==> src/sv/scaled_icon_alpha_blit_unit_assert.svh <==
// Assertion macros for the icon blitter RTL.
`ifndef SCALED_ICON_ALPHA_BLIT_UNIT_ASSERT_SVH
`define SCALED_ICON_ALPHA_BLIT_UNIT_ASSERT_SVH

// Same-cycle implication, masked while reset is held.
`define SIAB_ASSERT_SAME(name, clk, rst_n, ante, cons, msg) \
    name: assert property (@(posedge clk) disable iff (!(rst_n)) (ante) |-> (cons)) \
        else $error(msg);

// Next-cycle implication, masked while reset is held.
`define SIAB_ASSERT_NEXT(name, clk, rst_n, ante, cons, msg) \
    name: assert property (@(posedge clk) disable iff (!(rst_n)) (ante) |=> (cons)) \
        else $error(msg);

`endif

==> src/sv/siab_pkg.sv <==
// Shared widths, codes and reset values for the icon blitter.
`timescale 1ns / 1ps

package siab_pkg;

    localparam int ICON_PIXELS_DEF = 4096;

    // Beat field widths.
    localparam int LD_ADDR_W = 12;
    localparam int WORD_W    = 32;
    localparam int COORD_W   = 13;
    localparam int DIM_W     = 8;
    localparam int POS_W     = 12;
    localparam int COLOR_W   = 24;

    // Scaling datapath: product col*src_w, quotient below src_w, divisor dst_w.
    localparam int PROD_W     = 15;
    localparam int QUO_W      = 7;
    localparam int DEN_W      = 8;
    localparam int DIV_STAGES = (QUO_W + 1) / 2;

    // Configuration port.
    localparam int CFG_IDX_W  = 3;
    localparam int CFG_DATA_W = 24;

    typedef enum logic [CFG_IDX_W-1:0] {
        CFG_SRC_W,
        CFG_SRC_H,
        CFG_DST_W,
        CFG_DST_H,
        CFG_BG,
        CFG_SCR_W,
        CFG_SCR_H
    } t_cfg_idx;

    localparam logic REQ_LOAD = 1'b0;

    localparam logic [7:0]  ALPHA_OPAQUE = 8'hFF;
    localparam logic [12:0] SCREEN_LIMIT = 13'd4096;

    localparam logic [6:0]  RST_SRC_W = 7'd32;
    localparam logic [6:0]  RST_SRC_H = 7'd32;
    localparam logic [7:0]  RST_DST_W = 8'd32;
    localparam logic [7:0]  RST_DST_H = 8'd32;
    localparam logic [23:0] RST_BG    = 24'd0;
    localparam logic [12:0] RST_SCR_W = 13'd1024;
    localparam logic [12:0] RST_SCR_H = 13'd768;

endpackage

==> src/sv/siab_div_stage.sv <==
// One registered slice of the restoring divider used for texel scaling.
`timescale 1ns / 1ps

module siab_div_stage import siab_pkg::*; #(
    parameter int FIRST_BIT = QUO_W - 1,
    parameter int STEPS     = 2
) (
    input  logic              i_clk,
    input  logic              i_en,
    input  logic [PROD_W-1:0] i_rem,
    input  logic [QUO_W-1:0]  i_quo,
    input  logic [DEN_W-1:0]  i_den,
    output logic [PROD_W-1:0] o_rem,
    output logic [QUO_W-1:0]  o_quo
);

    logic [PROD_W-1:0] r_rem, n_rem;
    logic [QUO_W-1:0]  r_quo, n_quo;
    logic [PROD_W-1:0] trial;

    // Resolve quotient bits FIRST_BIT down to FIRST_BIT-STEPS+1.
    always_comb begin
        n_rem = i_rem;
        n_quo = i_quo;
        trial = '0;
        for (int s = 0; s < STEPS; s++) begin
            trial = PROD_W'(i_den) << (FIRST_BIT - s);
            if (n_rem >= trial) begin
                n_rem                = n_rem - trial;
                n_quo[FIRST_BIT - s] = 1'b1;
            end
        end
    end

    always_ff @(posedge i_clk) begin
        if (i_en) begin
            r_rem <= n_rem;
            r_quo <= n_quo;
        end
    end

    assign o_rem = r_rem;
    assign o_quo = r_quo;

endmodule

==> config.mk <==
export PLATFORM = sky130hd
export DESIGN_NAME = siab_div_stage
export DESIGN_NICKNAME = d
export VERILOG_FILES = /design/src/sv/scaled_icon_alpha_blit_unit_assert.svh /design/src/sv/siab_pkg.sv /design/src/sv/siab_div_stage.sv
export SDC_FILE = /design/constraint.sdc
export NUM_CORES = 1
export LEC_CHECK = 0
export BUFFER_PORTS_ARGS = -buffer_cell sky130_fd_sc_hd__buf_2
export CAP_MARGIN = 25
export CELL_PAD_IN_SITES_DETAIL_PLACEMENT = 0
export CELL_PAD_IN_SITES_GLOBAL_PLACEMENT = 1
export CORE_MARGIN = 2
export CORE_UTILIZATION = 42
export DETAILED_ROUTE_END_ITERATION = 6
export HOLD_SLACK_MARGIN = 0.06
export PLACE_DENSITY_LB_ADDON = 0.1
export SYNTH_ARGS = -nofsm -noshare
export SYNTH_HDL_FRONTEND = slang
export SYNTH_SLANG_ARGS = --single-unit
==> constraint.sdc <==
create_clock -name i_clk -period 14.6 [get_ports i_clk]
set_input_delay 2.92 -clock i_clk [delete_from_list [all_inputs] [get_ports i_clk]]
set_output_delay 2.92 -clock i_clk [all_outputs]
set_load 0.02 [all_outputs]
* After elaboration in Yosys (flattened, before gate mapping)
Cells that the tools add are included.
** Storage, ports and cells
- Bits in registers :: 22
- Input bits :: 32
- Word-level logic and storage cells :: 10
** Cells by class
- Add/subtract/negate cells :: 2
- Magnitude comparators :: 2
- Muxes and demuxes :: 2
** Operators with widths (number)
- $mux 15 :: 2
- $ge 15x13->1 :: 1
- $ge 15x14->1 :: 1
- $sub 15x13->15 :: 1
- $sub 15x14->15 :: 1

* Longest topological paths before layout
Gate-level depths: netlist of run 1.
- Depth after elaboration :: 4
- Gate-level depth with buffers :: 18
- Mapped depth without buffers :: 16

* Least setup slack after synthesis of run 1
Ideal clock, no wire load.
- Path type :: input-to-reg
- From :: input port i_rem[6]
- To :: register r_rem[10], in the netlist o_rem[10] (data pin)
- Library setup time :: 0.260 ns
- Arrival :: 6.612 ns
- Required time :: 14.340 ns
- Slack :: 7.728 ns
- Stages :: 17
- Buffers on the path :: 2
- Cells stage by stage :: inv_1 > ha_1 > or3b_1 > nor4_2 > o31ai_1 > nand2_1 > buf_1 > a21oi_1 > fa_1 > a211o_1 > a21oi_1 > o21ai_0 > and2_1 > nor2_1 > or4b_4 > buf_6 > mux2_4
** On the way
- Word-level cells in the longest chain between the ends :: 4
- Elaborated cells between the ends (all ways) :: 6
- Those cells by class :: add/sub: 2; order compare: 2; mux: 2
** Ends and longest elaborated chain
- start: declaration :: line siab_div_stage.sv:10 : input logic [PROD_W-1:0] i_rem,
- $sub 15x14->15 / $ge 15x14->1 (equally long branches) :: line siab_div_stage.sv:29, siab_div_stage.sv:28
- $mux 15 (*) :: line siab_div_stage.sv:28 : if (n_rem >= trial) begin
- $sub 15x13->15 / $ge 15x13->1 (equally long branches) :: line siab_div_stage.sv:29, siab_div_stage.sv:28
- $mux 15 (*) :: line siab_div_stage.sv:28
- via n_rem[10] :: line siab_div_stage.sv:17 : logic [PROD_W-1:0] r_rem, n_rem;
- end signal: assignment :: line siab_div_stage.sv:37 : r_rem <= n_rem;
- end: declaration :: line siab_div_stage.sv:17
Mark *: on every way through the listed nets, which the timed path passes. The rest lies on a longest branch.
A chain may end at the register's enable or synchronous reset.

* Worst setup path in the final report of run 1
- From :: input port i_rem[6]
- To :: register r_rem[12], in the netlist o_rem[12] (data pin)
The elaborated chain is that of the path after synthesis.

==> results of run 1 <==
[layout make-up]
class                      instances  area (um2)
sequential                        22       660.6
multi-input combinational        123       974.7
clock buffer                       3       41.29
tap                               50       62.56
inverter                          12       45.04
timing repair buffer              53       265.3
clock inverter                     1       3.754
fill                             370        1889
[report_power, final]
group          leakage [nW]  switching, W  internal [W]   total, W
Clock                0.0231     0.0000174     0.0000187  0.0000361
Combinational         0.700     0.0000597     0.0000497   0.000109
Sequential            0.216    0.00000215     0.0000835  0.0000856
[cells in the final DEF (no fill, tap or decap), drive strengths merged, types with 2 or more instances in the layout]
master	instances
nand3	2
inv	12
o21a	3
a211oi	3
nand4	2
or2	2
nor3	4
or3	3
buf	53
fa	2
clkbuf	3
mux2	10
edfxtp	22
o31a	3
nor2	14
xnor2	3
nand2	6
xor2	5
a21oi	17
ha	16
a21o	3
o21bai	2
mux2i	2
o21ai	8
[state kept, by name, summed over array words and instances, names as in the netlist]
name,count
o_quo,7
o_rem,15
[kinds of logic after synthesis]
group | after synthesis
AOI/OAI and AO/OA | 42
xor gates and xnor gates | 8
adders and majority gates | 18
buffers and inverters | 14
DFF | 22
muxes | 12
and+or+nand+nor | 43
[through the flow]
stage               setup slack [ns]  total power, W
detailed placement             7.245       0.0001968
finish                         7.536       0.0002312
global route                   7.337       0.0002462
floorplan                      7.728       0.0001687
global placement               7.348       0.0001946
CTS                            7.526       0.0002338
[metal layers]
layer  track usage (%)  vias to the layer above  routed length, um
met2             28.31                       54               1767
met4             8.163                        0                 95
li1                  -                      705                  -
met1             21.15                      640               1636
met3             2.500                        8                295
met5                 0                        -                  0
[worst max-delay path, cell delays in order]
cell and delay [ns]:
buf_2 0.09, inv_1 0.04, ha_1 0.31, or3b_1 0.37, nor4_2 0.28, o31ai_1 0.14
nand2_1 0.36, mux2_2 0.42, ha_1 0.36, a211o_1 0.30, a21oi_1 0.17, o21ai_0 0.10
and2_1 0.18, nor2_1 0.11, or4b_4 0.59, mux2_4 0.34
[how the worst max path moves through the flow]
stage              from         to
3_3_place_gp   i_rem[6]   o_rem[6]
6_report       i_rem[6]  o_rem[12]
2_1_floorplan  i_rem[6]  o_rem[10]
4_1_cts        i_rem[6]  o_rem[12]
3_5_place_dp   i_rem[6]  o_rem[12]
5_1_grt        i_rem[6]  o_rem[12]
==> impl_metrics.ini, run 1 <==
[die]
die_y_um = 67.54
fp-row-count = 23
die_w_um = 67.54
core_area_um2 = 3943
initial_utilization_pct = 43.00
pin_count = 54
dieArea_um2 = 4561

[worst_setup_path]
critPathLaunchType = input pin
path_max_fanout = 13
critPathCaptureType = register
crit_type = in -> reg
cp_data_required_time_ns = 14.61
arrival_ns = 7.07

[logic_synthesis]
synth_top_flop_cell = edfxtp_1
yosys_warnings = 0
yosys.area_share.adder_pct = 14.17
synth-edff-count = 22
synth.most_common_cell = edfxtp_1
syn_inst = 159
synth-seq-cells = 22
synthTopCellsByArea = edfxtp_1 (39%), ha_1 (12%), mux2_4 (6.2%), a21oi_1 (5.0%), nor2_1 (3.1%)
synth_simple_gate_area_share_pct = 14.32
synth_area_um2 = 1695
synth_top_family_by_area = compound AO/OA/AOI/OAI gates
synth_nets = 209
ys_seq_area_share_pct = 38.97
yosysTopAreaCellShare_pct = 38.97
synthXorXnorAreaFrac_pct = 4.133
synth_cell_type_count = 42
synthTopCellsByCount = edfxtp_1 (22), a21oi_1 (17), ha_1 (16), nor2_1 (14), inv_1 (12)
synthArstFlopShare_pct = 0
muxShareOfSynthArea_pct = 9.373
synth_top_cell_by_area = edfxtp_1
avgSynthCellArea_um2 = 10.66
synth-compound-area-share_pct = 15.50

[timing]
tightestPinTransition_ns = 0.4617
final-max-slew-violation-count = 0
maxSlewHeadroom_pct = 69.22
rsz0062_at_grt = no
fmax_mhz = 141.6
period_share_pct = 48.38
hold_viol_final = 0
period_needed_ns = 7.064
fin_tns_setup_ns = 0
holdWs_ns = 2.832
setup_violations = 0

[clock_network]
cts_made_buffers = 3
holdBufCountCts = 0
clock-sinks = 22
root_buffer = clkbuf_8
cts.reportedPaths.clkPinSlew_ns = 0.07
clockBufferDepth = 2
postCtsSetupRepairBufs = 0
ctsResizeCount = 0
cts_max_level = 1
cts_tree = built

[detailed_routing]
avgViaCountPerCell = 5.330
drc_errors = 0
drtIter0Drc = 62
num_vias = 1407
antenna_left = 0
totalWireLength_um = 3795
first_pass_iters = 4
wire_per_inst_um = 14.38

[finish]
layout-area-overhead-vs-synth_pct = 21.11
instances_no_fill = 264
antenna_cells = 0
nets = 265
fin_area_um2 = 2053
drive_gt1_share_pct = 33.64
finalCoreUtilization_pct = 52.08

[global_route]
grtUsageTotal_pct = 16.89
grt_pass1_vias = 1262
antenna_found_initial = 0
grt_overflow = 0
grt_first_pass_wirelength_um = 5761
grt_start_max_net_pins = 23

[status]
status = finished, final reports clean

[pwr]
p_per_area_nw_per_um2 = 112.6
leakagePower_nw = 0.9390
vdd_ir_drop_max_mv = 0.03953

[placement]
dp_hpwl_um = 3256
gp_congestion = 0.8319
placed_area_um2 = 2008
dp.cells = 260
io_buffers = 53

[job]
cap_violations = 0

[min_path]
min_path_cells = 1
hold_end = o_quo[0]
holdCritPathClass = in -> reg
hp-start = i_quo[0]
(Power assumes the default switching activity.)
==> run 2: changes to the inputs <==
Settings changed: ABC_AREA set to 1, CORE_UTILIZATION 42 to 34.
Clock period 14.6 ns to 5.9 ns, I/O delays scaled along.
==> impl_metrics.ini, run 2 <==
[logic_synthesis]
synth_top_cell_by_area = edfxtp_1
synthTopCellsByCount = nand2_1 (78), inv_1 (35), edfxtp_1 (22), nand3_1 (17), ha_1 (16)
synth-edff-count = 22
synth-seq-cells = 22
synthArstFlopShare_pct = 0
synthTopCellsByArea = edfxtp_1 (34%), nand2_1 (15%), ha_1 (10%), inv_1 (6.8%), nand3_1 (4.4%)
yosysTopAreaCellShare_pct = 34.33
synth_top_flop_cell = edfxtp_1
synth.most_common_cell = nand2_1
synth_cell_type_count = 32
syn_inst = 247
yosys_warnings = 0
synth_nets = 297
synth_area_um2 = 1924
avgSynthCellArea_um2 = 7.791
ys_seq_area_share_pct = 34.33

[worst_setup_path]
path_max_fanout = 11
cp_data_required_time_ns = 5.91
path_cells = buf_2 > inv_1 > ha_1 > inv_1 > fa_1 > nand3_1 > nand3_1 > or2_2 > nand3_1 > nand2_1 > ha_1 > a21oi_1 > o21ai_0 > a21o_1 > inv_1 > nand4_2 > or2_1
crit_type = in -> reg
critPathLaunchType = input pin
cp_slowest_cell = fa_1
max_stage_delay_ns = 0.44
arrival_ns = 4.17
critPathCaptureType = register

[clock_network]
clockBufferDepth = 2
cts_made_buffers = 3
clock-sinks = 22
cts_max_level = 1
root_buffer = clkbuf_8
ctsResizeCount = 0
postCtsSetupRepairBufs = 0
holdBufCountCts = 0
cts_tree = built
cts.reportedPaths.clkPinSlew_ns = 0.07

[detailed_routing]
drtIter0Drc = 46
antenna_left = 0
first_pass_iters = 4
avgViaCountPerCell = 4.520
wire_per_inst_um = 12.14
num_vias = 1677
drc_errors = 0
totalWireLength_um = 4504

[placement]
io_buffers = 53
gp_congestion = 0.8118
dp_hpwl_um = 3963
place_ws_ns = 1.439
placed_area_um2 = 2237

[finish]
final_common_cell = nand2_1
drive_gt1_share_pct = 25.75
nets = 350
largest_register_ffs = 15
layout-area-overhead-vs-synth_pct = 18.60
finalCoreUtilization_pct = 41.70
final_cell_mix = nand2_1 (78), buf_2 (53), inv_1 (35), edfxtp_1 (22), nand3_1 (17)
fillers = 618
antenna_cells = 0
fin_area_um2 = 2282

[timing]
fin_tns_setup_ns = 0
final-max-slew-violation-count = 0
period_needed_ns = 4.156
rsz0062_at_grt = no
period_share_pct = 70.44
maxSlewHeadroom_pct = 69.06
tightestPinTransition_ns = 0.4640
setup_violations = 0
hold_viol_final = 0
fmax_mhz = 240.6
setup_slack_ns = 1.744

[status]
status = finished, final reports clean

[global_route]
grt_start_max_net_pins = 23
grt.busiest_layer = met2
grt_pass1_vias = 1630
grt_overflow = 0
met1_usage_pct = 19.76
grtUsageTotal_pct = 15.38
use_met2_pct = 27.03
grt_first_pass_wirelength_um = 7659
antenna_found_initial = 0
gr-usage-met3_pct = 2.045

[min_path]
min_path_cells = 1
holdCritPathClass = in -> reg
hp-start = i_quo[1]
hold_end = o_quo[1]

[die]
core_area_um2 = 5473
die_w_um = 79.23
initial_utilization_pct = 35.16
dieArea_um2 = 6277
fp-row-count = 27
die_y_um = 79.23
pin_count = 54

[pwr]
p_per_area_nw_per_um2 = 250.1
leakagePower_nw = 1.182
vdd_ir_drop_max_mv = 0.1223

[job]
cap_violations = 0
==> run 2: critical path: cells and delay by family <==
kind / cells / cell delay (ns)
adder cells (fa/ha/maj): 3 / 0.95
AO/OA/AOI/OAI: 3 / 0.46
buffers and inverters: 4 / 0.34
AND/OR/NAND/NOR: 7 / 1.22
==> run 2: cells by family after synthesis <==
logic type	synth area share (%)
AND/OR/NAND/NOR	34.46
XOR/XNOR	3.186
adder cells (fa/ha/maj)	12.48
buffers and inverters	9.753
AO/OA/AOI/OAI	5.787
flip-flops	34.33
==> run 2: worst max path at each step <==
stage          endpoint  slack [ns]  depth (start not counted)     start
2_1_floorplan  o_rem[6]        2.04                         20  i_den[3]
3_3_place_gp   o_quo[5]        1.46                         17  i_rem[6]
3_5_place_dp   o_quo[5]        1.44                         17  i_rem[6]
4_1_cts        o_quo[5]        1.70                         17  i_rem[6]
5_1_grt        o_quo[5]        1.50                         19  i_den[3]
6_report       o_quo[5]        1.74                         17  i_rem[6]
==> run 2: through the flow <==
step | std cells | hold WS [ns] | power [W]
finish | 371 | 1.099 | 0.0005707
detailed placement | 367 | 1.362 | 0.0004902
CTS | 371 | 1.095 | 0.0005795
floorplan | 247 | 1.279 | 0.0004207
global placement | 367 | 1.356 | 0.0004905
global route | 371 | 1.081 | 0.0006208
==> run 2: cell type report <==
type | instances | area [um2] | share of cell area [%]
inverters | 38 | 145.1 | 6.360
flip-flops and latches | 22 | 660.6 | 28.95
repair buffers | 53 | 265.3 | 11.62
clock buffers | 3 | 41.29 | 1.809
multi-input cells | 182 | 1076 | 47.15
clock inverters | 1 | 3.754 | 0.1645
well taps | 72 | 90.09 | 3.947
==> run 2: layer usage <==
layer / vias to the layer above / part of all wire (%) / wire [um]
met4: 0 / 0.73 / 33
met5: - / 0 / 0
met2: 42 / 48 / 2177
met1: 715 / 46 / 2052
li1: 918 / - / -
met3: 2 / 5.3 / 240
==> run 2: where the power goes <==
part | internal [W] | switching, W | leakage (nW) | total [W]
clock network | 0.0000462 | 0.0000417 | 0.0231 | 0.0000879
logic | 0.0000978 | 0.000172 | 0.943 | 0.000270
registers | 0.000208 | 0.00000497 | 0.216 | 0.000213
